## config.mk

```make
export PLATFORM = sky130hd
export DESIGN_NAME = mal_front
export DESIGN_NICKNAME = d
export VERILOG_FILES = /design/src/hw/rtl/mal_pkg.sv /design/src/hw/rtl/mal_front.sv
export SDC_FILE = /design/constraint.sdc
export NUM_CORES = 1
export LEC_CHECK = 0
export BUFFER_PORTS_ARGS = -buffer_cell sky130_fd_sc_hd__buf_2
export CORE_UTILIZATION = 50
export CTS_BUF_LIST = sky130_fd_sc_hd__clkbuf_2 sky130_fd_sc_hd__clkbuf_4 sky130_fd_sc_hd__clkbuf_8
export DETAILED_ROUTE_END_ITERATION = 8
export GPL_ROUTABILITY_DRIVEN = 0
export MAX_ROUTING_LAYER = met4
export PLACE_DENSITY = 0.77
export SETUP_SLACK_MARGIN = 0.1
export SLEW_MARGIN = 20
export SYNTH_ARGS = -nofsm -noshare
export SYNTH_HDL_FRONTEND = slang
export SYNTH_SLANG_ARGS = --single-unit
export TNS_END_PERCENT = 50
```

## constraint.sdc

```tcl
create_clock -name clk -period 6.2 [get_ports clk]
set_input_delay 0.62 -clock clk [delete_from_list [all_inputs] [get_ports clk]]
set_output_delay 0.62 -clock clk [all_outputs]
set_load 0.01 [all_outputs]
```

## src/hw/rtl/mal_pkg.sv

```systemverilog
// mal_pkg: shared types, constants and helpers of the multitrack audio looper
// depends on nothing

package mal_pkg;

    localparam int TRACK_COUNT_DEF     = 4;
    localparam int CHUNK_LEN_DEF       = 64;
    localparam int MAX_LOOP_CHUNKS_DEF = 256;

    localparam logic [31:0] FRAME_MASK = 32'hF000_000F;
    localparam logic [31:0] AUDIO_MASK = 32'h0FFF_FFF0;

    typedef enum logic [1:0] {
        OP_SAMPLE = 2'd0,
        OP_CTRL   = 2'd1,
        OP_CLEAR  = 2'd2,
        OP_NONE   = 2'd3
    } opcode_t;

    typedef enum logic [1:0] {
        TS_IDLE = 2'd0,
        TS_REC  = 2'd1,
        TS_DUB  = 2'd2,
        TS_MON  = 2'd3
    } track_state_t;

    typedef enum logic [1:0] {
        K_SAMPLE = 2'd0,
        K_CTRL   = 2'd1,
        K_CLEAR  = 2'd2
    } item_kind_t;

    typedef struct packed {
        item_kind_t   kind;
        logic [31:0]  sample_word;
        logic [1:0]   track_select;
        track_state_t track_mode;
        logic         track_muted;
        logic [7:0]   record_offset;
        logic [8:0]   recorded_length;
    } mal_item_t;

    // 24-bit audio add with wrap, framing nibbles of acc kept
    function automatic logic [31:0] audio_add(input logic [31:0] acc, input logic [31:0] w);
        logic [31:0] s;
        s = (acc & AUDIO_MASK) + (w & AUDIO_MASK);
        return (acc & FRAME_MASK) | (s & AUDIO_MASK);
    endfunction

endpackage

```

## src/hw/rtl/mal_front.sv

```systemverilog
// mal_front: accepts input items, classifies them and queues them for the back end
// depends on mal_pkg

module mal_front
    import mal_pkg::*;
#(
    parameter int TRACK_COUNT = TRACK_COUNT_DEF
) (
    input  logic        clk,
    input  logic        rst_n,
    input  logic        in_valid,
    output logic        in_ready,
    input  logic [1:0]  opcode,
    input  logic [31:0] sample_word,
    input  logic [1:0]  track_select,
    input  logic [1:0]  track_mode,
    input  logic        track_muted,
    input  logic [7:0]  record_offset,
    input  logic [8:0]  recorded_length,
    output logic        q_valid,
    output mal_item_t   q_item,
    input  logic        q_pop
);

    mal_item_t  fifo_reg [2];
    logic       wptr_reg;
    logic       rptr_reg;
    logic [1:0] count_reg;

    mal_item_t  item;
    logic       keep;
    logic       push;

    always_comb
    begin
        item.sample_word     = sample_word;
        item.track_select    = track_select;
        item.track_mode      = track_state_t'(track_mode);
        item.track_muted     = track_muted;
        item.record_offset   = record_offset;
        item.recorded_length = recorded_length;
        item.kind            = K_SAMPLE;
        keep                 = 1'b0;
        case (opcode_t'(opcode))
            OP_SAMPLE:
            begin
                item.kind = K_SAMPLE;
                keep      = 1'b1;
            end
            OP_CTRL:
            begin
                item.kind = K_CTRL;
                // commands for tracks that do not exist are dropped here
                keep      = (int'(track_select) < TRACK_COUNT);
            end
            OP_CLEAR:
            begin
                item.kind = K_CLEAR;
                keep      = 1'b1;
            end
            default:
            begin
                keep = 1'b0;
            end
        endcase
    end

    assign in_ready = (count_reg != 2'd2);
    assign push     = in_valid && in_ready && keep;
    assign q_valid  = (count_reg != 2'd0);
    assign q_item   = fifo_reg[rptr_reg];

    always_ff @(posedge clk)
    begin
        if (push)
        begin
            fifo_reg[wptr_reg] <= item;
        end
    end

    always_ff @(posedge clk or negedge rst_n)
    begin
        if (!rst_n)
        begin
            wptr_reg  <= 1'b0;
            rptr_reg  <= 1'b0;
            count_reg <= 2'd0;
        end
        else
        begin
            if (push)
            begin
                wptr_reg <= ~wptr_reg;
            end
            if (q_pop)
            begin
                rptr_reg <= ~rptr_reg;
            end
            count_reg <= count_reg + 2'(push) - 2'(q_pop);
        end
    end

endmodule

```

== Word level (Yosys, flattened, before mapping) ==
Memory sizes are Yosys's and may differ from the RTL's.
Index checks and enable logic that the tools add are counted.

* Add/sub/neg operators: 2
* Multipliers: 0
* Div/mod/pow operators: 0
* Order comparisons: 0
* Eq/ne operators: 3
* Shifts and indexed selects: 0
* Mux-type cells: 4
* Bitwise logic cells: 2
* Reduce and logical (&&, ||, !) cells: 5

{| class="wikitable"
|+ Operators with widths
! kind !! count
|-
| $pmux W2 S2 || 1
|-
| $mux W1 || 3
|-
| $reduce_or A3 Y1 || 1
|-
| $add A2 B1 Y2 || 1
|-
| $eq A2 B1 Y1 const B || 1
|-
| $eq A2 B2 Y1 const B || 1
|-
| $logic_and A1 B1 Y1 || 2
|-
| $logic_not A2 Y1 || 1
|-
| $ne A2 B2 Y1 const B || 1
|-
| $not A1 Y1 || 2
|-
| $reduce_bool A2 Y1 || 1
|-
| $sub A2 B1 Y2 || 1
|}

* Register bits after elaboration: 4
* Latch bits: 0
* Bits in writable memories: 112
* Memory bits (read-only): 0
* Bits of input ports: 60
* Output and inout bits: 58
* Logic and storage cells: 20
* Memories kept: 1

{| class="wikitable"
|+ Memories
! memory !! words !! bits a word !! read ports !! clocked after memory_dff !! wr ports !! RTL line !! RTL
|-
| fifo_reg || 2 || 56 || 1 || 0 || 1 || mal_front.sv:25 || <nowiki>mal_item_t fifo_reg [2];</nowiki>
|}

== Longest topological paths before layout ==
Gate-level depths: netlist (run 1).

* Depth in word-level cells: 6
* Depth in mapped cells: 6
* Depth with buffers taken out: 6

== Worst setup path after synthesis (run 1) ==
OpenSTA, ideal clock, no wires.

* Path type: input port to flip-flop
* Start: input opcode[1]
* End: memory fifo_reg[0][0] in the netlist's numbering (enable)
* Library setup time: 0.470 ns
* Data arrival time: 3.231 ns
* Data required time: 5.730 ns
* Slack: 2.499 ns
* Stages: 3
* Path through: nand2_1 > nand3_1 > nor2_1

* Word-level cells in the longest chain between the ends: 6
* Elaborated cells on any way between the ends: 8

{| class="wikitable"
|+ RTL lines
! item !! RTL line !! RTL
|-
| from (decl) || mal_front.sv:13 || <nowiki>input logic [1:0] opcode,</nowiki>
|-
| $eq A2 B2 Y1, or another cell as far along || mal_front.sv:44 || <nowiki>case (opcode_t'(opcode))</nowiki>
|-
| $reduce_or A3 Y1 (no source line) * || -- ||
|-
| $mux W1 * || mal_front.sv:44 ||
|-
| $logic_and A1 B1 Y1 * || mal_front.sv:69 || <nowiki>assign push = in_valid && in_ready && keep;</nowiki>
|-
| $mux W1 * || mal_front.sv:75 || <nowiki>if (push)</nowiki>
|-
| $mux W1 (implied by the code) * || mal_front.sv:77 || <nowiki>fifo_reg[wptr_reg] <= item;</nowiki>
|-
| to (decl) || mal_front.sv:25 ||
|}

Mark *: on every way between the ends. The rest lies on a longest branch, timed or not.

==> flow_metrics.env, run 1 <==
export IMPL_status="completed"
export IMPL_utilization=0.651
export IMPL_worstPathArrival_ps=2040
export IMPL_yosys_warnings=0
export IMPL_htree_levels=4
export IMPL_worstMarginPinSlew_ps=941
export IMPL_numPortBuffers=117
export IMPL_avgSynthCellArea_um2=22.4
export IMPL_crit_required_ps=5580
export IMPL_cts_tree="built"
export IMPL_dieArea_mm2=0.00912
export IMPL_regArea_mm2=0.00347
export IMPL_grt_pass1_wl_mm=10.2
export IMPL_max_freq_mhz=376
export IMPL_clockBufferDepth=2
export IMPL_pwr_density_cell_mw_per_mm2=443
export IMPL_drv_cap=0
export IMPL_cts_resized=0
export IMPL_synth_edf_count=112
export IMPL_path_class="flip-flop to output port"
export IMPL_yosysTopAreaCellShare=0.769
export IMPL_slew_viol_final=0
export IMPL_startpoint_type="flip-flop"
export IMPL_setup_viol=0
export IMPL_peakVddDrop_mv=0.222
export IMPL_synth_top_area_cell="edfxtp_1"
export IMPL_chipHeight_um=95.5
export IMPL_overflow=0
export IMPL_fin_tns_setup_ps=0
export IMPL_num_vias=2181
export IMPL_syn_nets=256
export IMPL_drive_gt1_frac=0.602
export IMPL_fill_cells=604
export IMPL_start_util=0.524
export IMPL_fin_nets=389
export IMPL_fin_crit_sh=0.429
export IMPL_hold_viol_final=0
export IMPL_synth_common_cells="edfxtp_1, mux2_4, mux2_2"
export IMPL_critPathMaxFanout=57
export IMPL_largest_register_ff_count=112
export IMPL_drtIter0Drc=74
export IMPL_ys_types=17
export IMPL_grt_max_degree=58
export IMPL_period_minus_slack_ps=2660
export IMPL_finalClockSkew_ps=4.90
export IMPL_async_flop_share=0.0345
export IMPL_cts_buffers=17
export IMPL_grt_setup_unrepaired="no"
export IMPL_clkSlewWorstSetupHoldPaths_ps=60
export IMPL_synth_area_mm2=0.00437
export IMPL_timing_slew_headroom=0.373
export IMPL_hold_path_class="input pin to flip-flop"
export IMPL_route_detailed_drc=0
export IMPL_multi_input_area_um2=862
export IMPL_synth_ff_type="edfxtp_1"
export IMPL_cts_sinks=116
export IMPL_die_w_um=95.5
export IMPL_worst_setup_path_end_kind="output port"
export IMPL_first_global_vias=2242
export IMPL_placeableCoreArea_mm2=0.00834
export IMPL_ys_seq_elements=116
export IMPL_synth_most_common_cell="edfxtp_1"
export IMPL_synth_area_leaders="edfxtp_1, mux2_4, mux2_2"
export IMPL_ant_nets=0
export IMPL_postLayoutCellArea_mm2=0.00543
export IMPL_place_area_mm2=0.00507
export IMPL_firstDrtPassIters=6
export IMPL_syn_to_final_growth_pct=24.2
export IMPL_antenna_found_initial=0
export IMPL_ios=118
export IMPL_cellLeakagePower_nw=2.14
export IMPL_via_per_inst=4.91
export IMPL_clkLatencyLatePin_ps=400
export IMPL_floorplan_rows=33
export IMPL_hpwl_mm=4.54
export IMPL_root_buffer="clkbuf_8"
export IMPL_wl_per_cell_um=15.7
export IMPL_antennaDiodeCount=0
export IMPL_routed_wl_mm=6.96
export IMPL_syn_inst=195
export IMPL_grtUsageTotal=0.166
export IMPL_seq_area_frac_synth=0.792
[cells by family after synthesis]
kind of cell	count (synthesis)	synth area share
adder cells (fa/ha/maj)	1	0.00286
flip-flops	116	0.792
AO/OA/AOI/OAI	1	0.00143
XOR/XNOR	5	0.0100
AND/OR/NAND/NOR	8	0.00944
multiplexers	56	0.170
buffers and inverters	8	0.0143
[power by group]
| part | internal, W | total, W | switching [W] |
|---|---|---|---|
| Combinational | 0.000357 | 0.000636 | 0.000278 |
| Sequential | 0.00103 | 0.00116 | 0.000125 |
| Clock | 0.000362 | 0.000614 | 0.000252 |
| Total | 0.00175 | 0.00240 | 0.000656 |
[per-stage QoR]
| step | power (W) | hold slack [ps] | instances | worst slack, ps |
|---|---|---|---|---|
| 4_1_cts | 0.00244 | 383 | 444 | 3500 |
| 5_1_grt | 0.00253 | 367 | 444 | 3440 |
| 3_3_place_gp | 0.00180 | 429 | 413 | 3540 |
| 6_report | 0.00240 | 409 | 444 | 3540 |
| 2_1_floorplan | 0.00160 | 324 | 195 | 2500 |
| 3_5_place_dp | 0.00182 | 434 | 413 | 3500 |
[timing repair]
action / 4_1_cts / 5_1_grt
buffers inserted: 0 / 0
hold buffers: 1 / 0
hold endpoints to repair: 4 / 0
[cells in the final DEF, fill, tap and decap left out]
cell           netlist  layout
a31oi_1              1       1
buf_2                2     117
buf_4                0       2
bufinv_16            0       2
clkbuf_4             0       4
clkbuf_8             0      17
clkinv_1             0       5
clkinv_2             0       2
dfrtp_1              4       3
dfrtp_4              0       1
dlygate4sd3_1        0       1
edfxtp_1           112     112
ha_1                 1       1
inv_1                2       2
mux2_2              26      26
mux2_4              30      30
nand2_1              1       1
nand2b_1             1       1
nand3_1              1       1
nor2_4               0       2
nor2b_1              2       2
or2_2                1       1
xnor2_1              4       4
xor2_1               1       1
[critical path: stages (launching register included)]
cell and delay (ps):
dfrtp_4 1050, mux2_2 440, buf_2 140
[area by class of cell]
type | count | area share
sequential | 116 | 0.638
multi-input combinational | 71 | 0.159
timing repair buffer | 120 | 0.112
clock buffer | 21 | 0.0486
tap | 105 | 0.0242
clock inverter | 9 | 0.0164
inverter | 2 | 0.00138
[worst paths after layout]
check,to,cells after the start,start,slack [ps]
max reg2reg,fifo_reg[1][23],4,count_reg[1],3870
min reg2reg,count_reg[0],1,count_reg[0],520
max,q_item[54],2,rptr_reg,3540
min,fifo_reg[0][34],1,sample_word[12],410
min in group asynchronous,wptr_reg,2,rst_n,560
max in group asynchronous,rptr_reg,2,rst_n,5500
[layer usage]
layer | GRT usage | up-vias | part of all wire
met5 | - | - | 0
met4 | 0.0634 | 0 | 0.0056
met3 | 0.0686 | 5 | 0.069
met2 | 0.272 | 90 | 0.52
met1 | 0.181 | 1055 | 0.40
li1 | - | 1031 | -
Note: power is estimated with default switching activity, not from simulation.
==> run 2: changes to the inputs <==
--- a/config.mk
+++ b/config.mk
@@ -6,12 +6,12 @@
 export NUM_CORES = 1
 export LEC_CHECK = 0
 export BUFFER_PORTS_ARGS = -buffer_cell sky130_fd_sc_hd__buf_2
-export CORE_UTILIZATION = 50
+export CORE_UTILIZATION = 49
 export CTS_BUF_LIST = sky130_fd_sc_hd__clkbuf_2 sky130_fd_sc_hd__clkbuf_4 sky130_fd_sc_hd__clkbuf_8
 export DETAILED_ROUTE_END_ITERATION = 8
 export GPL_ROUTABILITY_DRIVEN = 0
 export MAX_ROUTING_LAYER = met4
-export PLACE_DENSITY = 0.77
+export PLACE_DENSITY = 0.78
 export SETUP_SLACK_MARGIN = 0.1
 export SLEW_MARGIN = 20
 export SYNTH_ARGS = -nofsm -noshare
==> constraint.sdc (replaced) <==
create_clock -name clk -period 2.1 [get_ports clk]
set_input_delay 0.21 -clock clk [delete_from_list [all_inputs] [get_ports clk]]
set_output_delay 0.21 -clock clk [all_outputs]
set_load 0.01 [all_outputs]
==> run 2 against run 1 <==
  * First-iteration DRC count fell by 22%
  * Die area rose by 2.0%
  * Clock-buffer cell count fell by 4
  * Routed wire length rose by 8.7%
  * Final area rose by 12%
  * Sequential power rose to 2.7 times the previous value
  * Core utilization rose by 5.0 points
  * Register-to-register slack got worse by 3300 ps
  * Worst setup slack got worse by 3300 ps
  * Sequential share of layout area fell by 6.8 points
  * Combinational power rose to 3.7 times the previous value
  * Non-clock buffer count rose by 60
  * Largest cell class unchanged
  * Largest power group unchanged
==> flow_metrics.env, run 2 (synthesis gave the netlist of run 1 again) <==
export IMPL_postLayoutCellArea_mm2=0.00608
export IMPL_syn_to_final_growth_pct=39.1
export IMPL_hold_path_class="input pin to flip-flop"
export IMPL_ant_nets=0
export IMPL_cellLeakagePower_nw=2.39
export IMPL_period_minus_slack_ps=1830
export IMPL_path_buf_inv=2
export IMPL_htree_levels=4
export IMPL_placeableCoreArea_mm2=0.00868
export IMPL_root_buffer="clkbuf_8"
export IMPL_fin_crit_sh=0.873
export IMPL_crit_path_start="rptr_reg"
export IMPL_start_util=0.504
export IMPL_drtIter0Drc=58
export IMPL_final_common_cell="buf_2"
export IMPL_status="completed"
export IMPL_ios=118
export IMPL_timing_final_ws_setup_ps=266
export IMPL_firstDrtPassIters=4
export IMPL_antenna_found_initial=0
export IMPL_antennaDiodeCount=0
export IMPL_max_freq_mhz=545
export IMPL_dieArea_mm2=0.00931
export IMPL_path_cells="buf_12 -> mux2_2 -> buf_2"
export IMPL_route_detailed_drc=0
export IMPL_crit_required_ps=1890
export IMPL_cts_tree="built"
export IMPL_largest_register_ff_count=112
export IMPL_dp_slack_ps=502
export IMPL_worst_setup_path_end_kind="output port"
export IMPL_drive_gt1_frac=0.544
export IMPL_wl_per_cell_um=14.9
export IMPL_min_delay_start="q_pop"
export IMPL_pwr_density_cell_mw_per_mm2=1210
export IMPL_clkLatencyLatePin_ps=410
export IMPL_path_delay_family="flip-flops"
export IMPL_peakVddDrop_mv=0.999
export IMPL_slew_viol_final=0
export IMPL_mostFrequentLayoutCells="buf_2, edfxtp_1, dlygate4sd3_1, mux2_4, mux2_2"
export IMPL_worstMarginPinSlew_ps=475
export IMPL_hpwl_mm=4.61
export IMPL_clockBufferDepth=2
export IMPL_fill_cells=592
export IMPL_numPortBuffers=117
export IMPL_hold_ws_ps=45.4
export IMPL_grt_pass1_wl_mm=11.0
export IMPL_cts_sinks=116
export IMPL_slowest_stage="dfrtp_4"
export IMPL_chipHeight_um=96.5
export IMPL_floorplan_rows=34
export IMPL_num_vias=2411
export IMPL_place_area_mm2=0.00515
export IMPL_hold_viol_final=0
export IMPL_clkSlewWorstSetupHoldPaths_ps=60
export IMPL_fin_nets=449
export IMPL_path_class="flip-flop to output port"
export IMPL_cts_buffers=17
export IMPL_setup_viol=0
export IMPL_reg2reg_from="count_reg[1]"
export IMPL_grtUsageTotal=0.175
export IMPL_overflow=0
export IMPL_via_per_inst=4.74
export IMPL_grt_setup_unrepaired="no"
export IMPL_die_w_um=96.5
export IMPL_critPathMaxFanout=28
export IMPL_finalClockSkew_ps=9.20
export IMPL_utilization=0.701
export IMPL_startpoint_type="flip-flop"
export IMPL_timing_slew_headroom=0.683
export IMPL_grt_max_degree=36
export IMPL_fin_tns_setup_ps=0
export IMPL_routed_wl_mm=7.57
export IMPL_first_global_vias=2414
export IMPL_drv_cap=0
export IMPL_worstPathArrival_ps=1620
export IMPL_critical_path_max_stage_delay_ps=450
run 2: changes by cell type in the layout (fill, tap and decap cells not counted), sizes merged:
| cell | previous run | this run |
|---|---|---|
| bufinv | 2 | 1 |
| clkinv | 7 | 4 |
| clkbuf | 21 | 17 |
| dlygate4sd3 | 1 | 55 |
| inv | 2 | 6 |
| clkinvlp | 0 | 6 |
| buf | 119 | 125 |
run 2: layout make-up:
cell class,instances,area (µm²),area share
Clock buffer,17,234,0.0385
Clock inverter,15,133,0.0218
Inverter,2,7.51,0.00123
Multi-Input combinational cell,71,882,0.145
Sequential cell,116,3470,0.570
Tap cell,108,135,0.0222
Timing Repair Buffer,180,1220,0.201
run 2: final timing paths:
check                                       end  slack (ps)  cells after the start
worst max-delay path                  q_item[5]         270                      3
worst min-delay path                   rptr_reg          50                      2
worst max register to register  fifo_reg[1][23]         540                      4
worst min register to register     count_reg[0]         530                      1
max in group asynchronous              rptr_reg        1810                      2
min in group asynchronous          count_reg[0]         150                      2
run 2: layer usage:
metal | routed length (µm) | share of wire | track usage | vias to the layer above
met1 | 3050 | 0.40 | 0.183 | 1151
met2 | 3970 | 0.53 | 0.301 | 93
met4 | 129 | 0.017 | 0.0748 | 0
met5 | 0 | 0 | - | -
li1 | - | - | - | 1153
met3 | 415 | 0.055 | 0.0603 | 14
run 2: report_power, final:
part	total, W	internal (W)	leakage (nW)	switching, W
combinational	0.00233	0.00122	1.15	0.00111
clock	0.00185	0.000938	0.169	0.000907
sequential	0.00318	0.00304	1.08	0.000136
run 2: stage by stage:
stage	std cells	power [W]
2_1_floorplan	195	0.00474
3_5_place_dp	420	0.00547
5_1_grt	509	0.00774
6_report	509	0.00735
4_1_cts	509	0.00742
3_3_place_gp	420	0.00541
run 2: what timing repair did:
| item | in CTS | in global routing |
|---|---|---|
| hold buffers | 55 | 0 |
| hold endpoints to repair | 112 | 0 |
| buffers inserted | 2 | 0 |
| setup endpoints to repair | 12 | 0 |
| gates resized for setup | 1 | 0 |
